--- src/rtl/cds_pkg.sv ---
// Shared types, codes and constants for the critically damped smoother.
package cds_pkg;

    localparam int FRAC_BITS_DEF = 16;
    localparam int SER_W = 64;

    // register indexes
    localparam logic [1:0] CFG_SMOOTH_TIME = 2'd0;
    localparam logic [1:0] CFG_MAX_SPEED   = 2'd1;
    localparam logic [1:0] CFG_TIME_STEP   = 2'd2;

    localparam logic [31:0] SMOOTH_TIME_RST = 32'd65536;
    localparam logic [30:0] MAX_SPEED_RST   = 31'h7FFF_FFFF;
    localparam logic [16:0] TIME_STEP_RST   = 17'd1092;

    // decay polynomial coefficients: 0.48 = 48/100, 0.235 = 235/1000
    localparam logic [63:0] C2_NUM = 64'd48;
    localparam logic [63:0] C3_NUM = 64'd235;

    // exact floor division by 100 and 1000 as multiply by a rounded-up
    // reciprocal and a right shift; exact for dividends below 2^62
    localparam int          C2_SHIFT = 70;
    localparam logic [63:0] C2_RCP   = 64'((128'd1 << C2_SHIFT) / 128'd100 + 128'd1);
    localparam int          C3_SHIFT = 73;
    localparam logic [63:0] C3_RCP   = 64'((128'd1 << C3_SHIFT) / 128'd1000 + 128'd1);

    // per-item micro-steps (one per cycle)
    localparam logic [3:0] ST_CLAMP = 4'd0;
    localparam logic [3:0] ST_M1    = 4'd1;
    localparam logic [3:0] ST_A1    = 4'd2;
    localparam logic [3:0] ST_M2    = 4'd3;
    localparam logic [3:0] ST_A2    = 4'd4;
    localparam logic [3:0] ST_M3    = 4'd5;
    localparam logic [3:0] ST_A3    = 4'd6;
    localparam logic [3:0] ST_M4    = 4'd7;
    localparam logic [3:0] ST_A4    = 4'd8;
    localparam logic [3:0] ST_M5    = 4'd9;
    localparam logic [3:0] ST_A5    = 4'd10;

    // coefficient derivation operations (each on the serial unit)
    localparam logic [2:0] D_OMEGA = 3'd0;
    localparam logic [2:0] D_X     = 3'd1;
    localparam logic [2:0] D_X2    = 3'd2;
    localparam logic [2:0] D_X3    = 3'd3;
    localparam logic [2:0] D_T1    = 3'd4;
    localparam logic [2:0] D_T2    = 3'd5;
    localparam logic [2:0] D_DEC   = 3'd6;
    localparam logic [2:0] D_LIM   = 3'd7;

    typedef struct packed {
        logic       load;
        logic       step_en;
        logic [3:0] step_op;
        logic       d_issue;
        logic       d_wb;
        logic [2:0] d_op;
        logic       out_load;
    } cmd_t;

    typedef struct packed {
        logic ser_done;
        logic x_big;
    } stat_t;

endpackage

--- src/rtl/cds_ctrl.sv ---
// Controller: sequences item steps, coefficient derivation and result handoff.
module cds_ctrl (
    input  logic           aclk,
    input  logic           aresetn,
    input  logic           cfg_wr_en,
    input  logic           s_tvalid,
    output logic           s_tready,
    output logic           m_tvalid,
    input  logic           m_tready,
    input  cds_pkg::stat_t stat,
    output cds_pkg::cmd_t  cmd
);
    import cds_pkg::*;

    localparam logic [2:0] S_IDLE  = 3'd0;
    localparam logic [2:0] S_STEP  = 3'd1;
    localparam logic [2:0] S_OUT   = 3'd2;
    localparam logic [2:0] S_DISS  = 3'd3;
    localparam logic [2:0] S_DWAIT = 3'd4;
    localparam logic [2:0] S_DWB   = 3'd5;

    logic [2:0] state_reg, state_next;
    logic [3:0] sidx_reg, sidx_next;
    logic [2:0] dop_reg, dop_next;
    logic       mval_reg, mval_next;

    always_comb begin
        state_next   = state_reg;
        sidx_next    = sidx_reg;
        dop_next     = dop_reg;
        cmd          = '0;
        cmd.step_op  = sidx_reg;
        cmd.d_op     = dop_reg;
        s_tready     = 1'b0;
        case (state_reg)
            S_IDLE: begin
                s_tready = 1'b1;
                if (s_tvalid) begin
                    cmd.load   = 1'b1;
                    sidx_next  = ST_CLAMP;
                    state_next = S_STEP;
                end
            end
            S_STEP: begin
                cmd.step_en = 1'b1;
                if (sidx_reg == ST_A5) state_next = S_OUT;
                else                   sidx_next  = sidx_reg + 1'b1;
            end
            S_OUT: begin
                if (!mval_reg || m_tready) begin
                    cmd.out_load = 1'b1;
                    state_next   = S_IDLE;
                end
            end
            S_DISS: begin
                if (dop_reg == D_X2 && stat.x_big) begin
                    dop_next = D_LIM;
                end else begin
                    cmd.d_issue = 1'b1;
                    state_next  = S_DWAIT;
                end
            end
            S_DWAIT: if (stat.ser_done) state_next = S_DWB;
            S_DWB: begin
                cmd.d_wb = 1'b1;
                if (dop_reg == D_LIM) begin
                    state_next = S_IDLE;
                end else begin
                    dop_next   = dop_reg + 1'b1;
                    state_next = S_DISS;
                end
            end
            default: state_next = S_IDLE;
        endcase
        if (cfg_wr_en) begin
            state_next = S_DISS;
            dop_next   = D_OMEGA;
        end
        if (cmd.out_load)  mval_next = 1'b1;
        else if (m_tready) mval_next = 1'b0;
        else               mval_next = mval_reg;
    end

    always_ff @(posedge aclk) begin
        if (!aresetn) begin
            state_reg <= S_DISS;
            sidx_reg  <= ST_CLAMP;
            dop_reg   <= D_OMEGA;
            mval_reg  <= 1'b0;
        end else begin
            state_reg <= state_next;
            sidx_reg  <= sidx_next;
            dop_reg   <= dop_next;
            mval_reg  <= mval_next;
        end
    end

    assign m_tvalid = mval_reg;

`ifndef NO_ASSERTIONS
    a_step_idx: assert property (@(posedge aclk) disable iff (!aresetn)
        state_reg == S_STEP && sidx_reg == ST_A5 |=> state_reg == S_OUT || state_reg == S_DISS)
        else $error("step sequence did not end in result handoff");
    a_no_issue_busy: assert property (@(posedge aclk) disable iff (!aresetn)
        state_reg == S_DWAIT && !stat.ser_done && !cfg_wr_en |=> state_reg == S_DWAIT)
        else $error("derivation left wait without serial done");
    a_load_idle: assert property (@(posedge aclk) disable iff (!aresetn)
        cmd.out_load |-> !mval_reg || m_tready)
        else $error("result register overwritten while held");
`endif

endmodule

--- config.mk ---
export PLATFORM = sky130hd
export DESIGN_NAME = cds_ctrl
export DESIGN_NICKNAME = d
export VERILOG_FILES = /design/src/rtl/cds_pkg.sv /design/src/rtl/cds_ctrl.sv
export SDC_FILE = /design/constraint.sdc
export NUM_CORES = 1
export LEC_CHECK = 0
export BUFFER_PORTS_ARGS = -buffer_cell sky130_fd_sc_hd__buf_2
export CAP_MARGIN = 0
export CORE_AREA = 2 2 39 41
export CTS_CLUSTER_DIAMETER = 30
export DETAILED_ROUTE_END_ITERATION = 8
export DIE_AREA = 0 0 41 43
export GPL_TIMING_DRIVEN = 0
export HOLD_SLACK_MARGIN = 0.15
export PLACE_DENSITY_LB_ADDON = 0.08
export SLEW_MARGIN = 10
export SYNTH_ARGS = -nofsm -noshare
export SYNTH_HDL_FRONTEND = slang
export SYNTH_SLANG_ARGS = --single-unit
--- constraint.sdc ---
create_clock -name aclk -period 2.7 [get_ports aclk]
set_input_delay 0.135 -clock aclk [delete_from_list [all_inputs] [get_ports aclk]]
set_output_delay 0.135 -clock aclk [all_outputs]
set_load 0.005 [all_outputs]
After elaboration in Yosys (flattened, before gate mapping)
Index checks and enable logic that the tools add are counted.
{"block": "op_classes", "n_addsub": 2, "n_eq_ne": 16, "mux": 24, "bitwise_logic": 1, "reduce_logical": 11}
{"cell": "3-bit two-way mux", "count": 7}
{"cell": "3-bit one-hot mux with 6 select lines", "count": 1}
{"cell": "2-bit != test (second input constant)", "count": 8}
{"cell": "1-bit two-way mux", "count": 11}
{"cell": "3-bit by 2-bit equality test with 1-bit output (second input constant)", "count": 3}
{"cell": "3-bit equality test (second input constant)", "count": 3}
{"cell": "4-bit two-way mux", "count": 2}
{"cell": "4-bit one-hot mux with 2 select lines", "count": 1}
{"cell": "3-bit one-hot mux with 2 select lines", "count": 1}
{"cell": "3-bit AND reduction", "count": 2}
{"cell": "2-bit nonzero test", "count": 3}
{"cell": "5-bit AND reduction", "count": 1}
{"cell": "4-bit by 1-bit adder with 4-bit output (second input constant)", "count": 1}
{"cell": "4-bit equality test (second input constant)", "count": 1}
{"cell": "3-bit by 1-bit adder with 3-bit output (second input constant)", "count": 1}
{"cell": "3-bit by 1-bit equality test with 1-bit output (second input constant)", "count": 1}
{"cell": "3-bit zero test", "count": 1}
{"cell": "2-bit two-way mux", "count": 1}
{"cell": "2-bit OR reduction", "count": 1}
{"cell": "1-bit logical AND", "count": 1}
{"cell": "1-bit zero test", "count": 1}
{"cell": "1-bit logical OR", "count": 1}
{"cell": "1-bit inverter", "count": 1}
{"block": "word_totals", "ff_bits": 11, "output_inout_bits": 14, "wordCells": 58}

Depth between registers and ports, before layout
{"block": "logic_depth", "word_depth": 5, "depth_mapped": 6, "depth_no_buf": 5}

Worst setup path after synthesis
No wires, ideal clock.
{"block": "synth_timing", "path_kind": "register -> register", "from": "reg state_reg[1]", "to": "reg sidx_reg[2]", "arrival_ns": 1.498, "t_required_ns": 2.630, "slack_ns": 1.132, "path_stages_with_launch": 6, "path_buffers": 2, "cell_sequence": "dfxtp_1 > buf_6 > or3b_4 > buf_6 > or4_1 > a21oi_1"}
{"block": "synth_between", "elab_chain_len": 3, "word_cells_on_any_way": 7}
{"item": "from (decl)", "line": "cds_ctrl.sv:22", "rtl": "logic [2:0] state_reg, state_next;"}
{"item": "from (signal assigned)", "line": "cds_ctrl.sv:91", "rtl": "state_reg <= state_next;"}
{"item": "3-bit by 1-bit equality test with 1-bit output or 3-bit zero test (tied branches)", "line": "cds_ctrl.sv:35", "rtl": "case (state_reg)"}
{"item": "2-bit != test (no line) or 2-bit nonzero test (tied branches)"}
{"item": "3-bit AND reduction (no line)"}
{"item": "to (signal assigned)", "line": "cds_ctrl.sv:92", "rtl": "sidx_reg <= sidx_next;"}
{"item": "to (decl)", "line": "cds_ctrl.sv:23", "rtl": "logic [3:0] sidx_reg, sidx_next;"}
Several ways; a longest one is shown, not always the timed one.
A chain may end at the register's enable or synchronous reset.

==> impl_metrics.json <==
{
  "crit_type": "reg2out",
  "fin_skew_ps": 8.41,
  "dr.pass1.iters": 2,
  "final-setup-viol-count": 0,
  "antenna_found_initial": 0,
  "dieArea_um2": 1760,
  "cp.required_ps": 2570,
  "cts_sinks": 11,
  "postSynthCellCount": 74,
  "drive_above_1_share_pct": 31.3,
  "port_buffers": 20,
  "cap_violations": 0,
  "synth_top_family_by_area": "simple AND/OR/NAND/NOR gates",
  "grt_pass1_vias": 492,
  "yosys_register_bits": 11,
  "die_h_um": 43,
  "cts_setup_buffers": 0,
  "max_stage_delay_ps": 720,
  "slew_headroom_pct": 74.9,
  "grt_usage_pct": 17.2,
  "cts_inserted_buffers": 3,
  "detail-route-antenna-nets": 0,
  "drt_wl_total_um": 1270,
  "largest_reg_flops": 4,
  "fin_crit_ps": 1820,
  "antennaDiodeCount": 0,
  "drt-vias-per-instance": 5.25,
  "nets": 112,
  "period_share_pct": 67.3,
  "critPathSlowestCell": "or4b_2",
  "synth-simple-area-share_pct": 26.8,
  "core_area_um2": 1380,
  "clockBufferDepth": 2,
  "yosys_warnings": 0,
  "place_congestion": 0.782,
  "grt_pass1_wl_um": 1990,
  "htreeDepth": 1,
  "tns_ps": 0,
  "synth.largest_area_cell": "dfxtp_1",
  "max_freq_ghz": 0.550,
  "synthTopCellsByArea": "dfxtp_1 33%, ha_1 9.4%, a211oi_1 5.6%",
  "syn_nets": 86,
  "insertion_delay_ps": 270,
  "initial_core_util_pct": 48.2,
  "gr-total-overflow": 0,
  "critPathLaunchType": "flop",
  "holdWs_ps": 177,
  "synth_cell_types": 32,
  "syn_area_per_cell_um2": 9.01,
  "status": "finished, final reports clean",
  "fin_area_um2": 823,
  "grt_max_degree": 11,
  "synthAdderAreaFrac_pct": 9.38,
  "crit_chain": "clkbuf_1 > or4b_2 > inv_1 > buf_2",
  "root_buffer": "clkbuf_4",
  "wl_per_cell_um": 11.0,
  "synth-compound-area-share_pct": 19.7,
  "io_pins": 21,
  "drv_slew": 0,
  "synth_area_um2": 667,
  "worst_pin_slew_ps": 377,
  "die_w_um": 41,
  "drtIter0Drc": 4,
  "clk_pin_slew_worst_paths_ps": 70,
  "power.leakage_nw": 0.391,
  "rsz0062_at_grt": "false",
  "cp_max_fo": 10,
  "total_power_mw": 0.339,
  "endpoint_kind": "output port",
  "dr_total_vias": 604,
  "dpl_cell_area_um2": 787,
  "hold_path_class": "in2reg",
  "power.density_nw_per_um2": 412,
  "syn_to_final_growth_pct": 23.5,
  "synth_mux_area_share_pct": 1.50,
  "synth-xor-area-share_pct": 0,
  "synth_top_area_share_pct": 33.0,
  "dp_hpwl_um": 979,
  "peakVddDrop_mv": 0.232,
  "cts_tree": "yes",
  "rows": 14,
  "ys_seq_area_share_pct": 33.0,
  "arrival_ps": 1680,
  "hold_violations": 0,
  "drc": 0
}
==> worst max-delay path: cells and delay by family, from the launching register on <==
family	cells	cell delay [ps]
AND/OR/NAND/NOR	1	720
buffers and inverters	3	370
flip-flops	1	310
==> cells by family after synthesis <==
| family | after synthesis |
|---|---|
| compound gates | 19 |
| flops | 11 |
| buf+inv | 12 |
| simple gates | 26 |
| fa+ha+maj | 5 |
| mux | 1 |
==> area by class of cell <==
cell class | count | area (um^2)
sequential | 11 | 220
inverter | 6 | 22.5
multi-input combinational | 51 | 383
tap | 16 | 20.0
buffer | 6 | 41.3
timing repair buffer | 21 | 110
clock buffer | 4 | 26.3
fill | 142 | 561
==> Yosys cell counts <==
library cell,n
o221ai_1,1
or3_1,3
o21ba_2,1
o21ai_0,3
or4_1,1
o2111ai_1,1
o21a_1,1
a21oi_1,4
buf_6,2
inv_1,6
and3b_1,2
clkbuf_1,2
or3b_4,1
and4bb_4,1
nand2_1,4
nand3_1,2
nor2b_1,4
o211ai_1,1
nor3b_1,2
nor3_1,2
and3_1,1
nand2b_1,1
or4b_2,1
mux2i_1,1
dfxtp_1,11
o22a_1,1
and3b_2,1
buf_1,1
buf_4,1
a21boi_1,1
a211oi_1,5
ha_1,5
==> routing by layer <==
layer | vias to the layer above | part of all wire (%) | GRT usage (%)
met5 | - | 0 | 0
met4 | 0 | 2.8 | 14.0
met3 | 4 | 4.3 | 3.14
met2 | 14 | 45 | 25.3
met1 | 269 | 48 | 20.3
li1 | 317 | - | -
==> cell usage in the layout, fill, tap and decap left out, drive strengths merged <==
cell type | synthesis | layout
inv | 6 | 6
nor3 | 2 | 2
a211oi | 5 | 5
nand3 | 2 | 2
dfxtp | 11 | 11
o2111ai | 1 | 1
buf | 4 | 24
nor2b | 4 | 4
clkbuf | 2 | 6
or3b | 1 | 1
a21oi | 4 | 4
o221ai | 1 | 1
a21boi | 1 | 1
mux2i | 1 | 1
nor3b | 2 | 2
o21a | 1 | 1
or3 | 3 | 3
or4b | 1 | 1
o211ai | 1 | 1
ha | 5 | 5
or4 | 1 | 1
o21ba | 1 | 1
and4bb | 1 | 1
dlygate4sd3 | 0 | 1
nand2 | 4 | 4
o22a | 1 | 1
o21ai | 3 | 3
nand2b | 1 | 1
and3b | 3 | 3
and3 | 1 | 1
==> power by group <==
part | switching, mW | internal [mW] | leakage, nW | total, mW
combinational | 0.0252 | 0.0284 | 0.286 | 0.0536
clock | 0.0563 | 0.0572 | 0.0150 | 0.114
sequential | 0.00409 | 0.168 | 0.0896 | 0.172
total | 0.0856 | 0.253 | 0.391 | 0.339
==> stage by stage <==
| stage | cells | setup slack [ps] | utilization [%] |
|---|---|---|---|
| global route | 115 | 797 | 59.5 |
| global placement | 110 | 1100 | 56.9 |
| floorplan | 74 | 1130 | - |
| finish | 115 | 883 | 59.5 |
| CTS | 115 | 863 | 59.5 |
| detailed placement | 110 | 1090 | 56.9 |
==> repair_timing <==
action | 4_1_cts | 5_1_grt
resized for setup | 0 | 0
endpoints found under the hold margin | 2 | 0
hold buffers | 1 | 0
setup endpoints to repair | 0 | 0
==> worst paths after layout <==
| kind | startpoint | endpoint | slack, ps | cells past startpoint |
|---|---|---|---|---|
| hold / removal | m_tready | state_reg[1] | 180 | 4 |
| setup reg to reg | state_reg[1] | sidx_reg[2] | 1060 | 5 |
| setup / recovery | state_reg[0] | cmd[11] | 880 | 4 |
| hold reg to reg | sidx_reg[3] | sidx_reg[3] | 490 | 2 |
No activity file was read; power rests on OpenSTA's default activity.
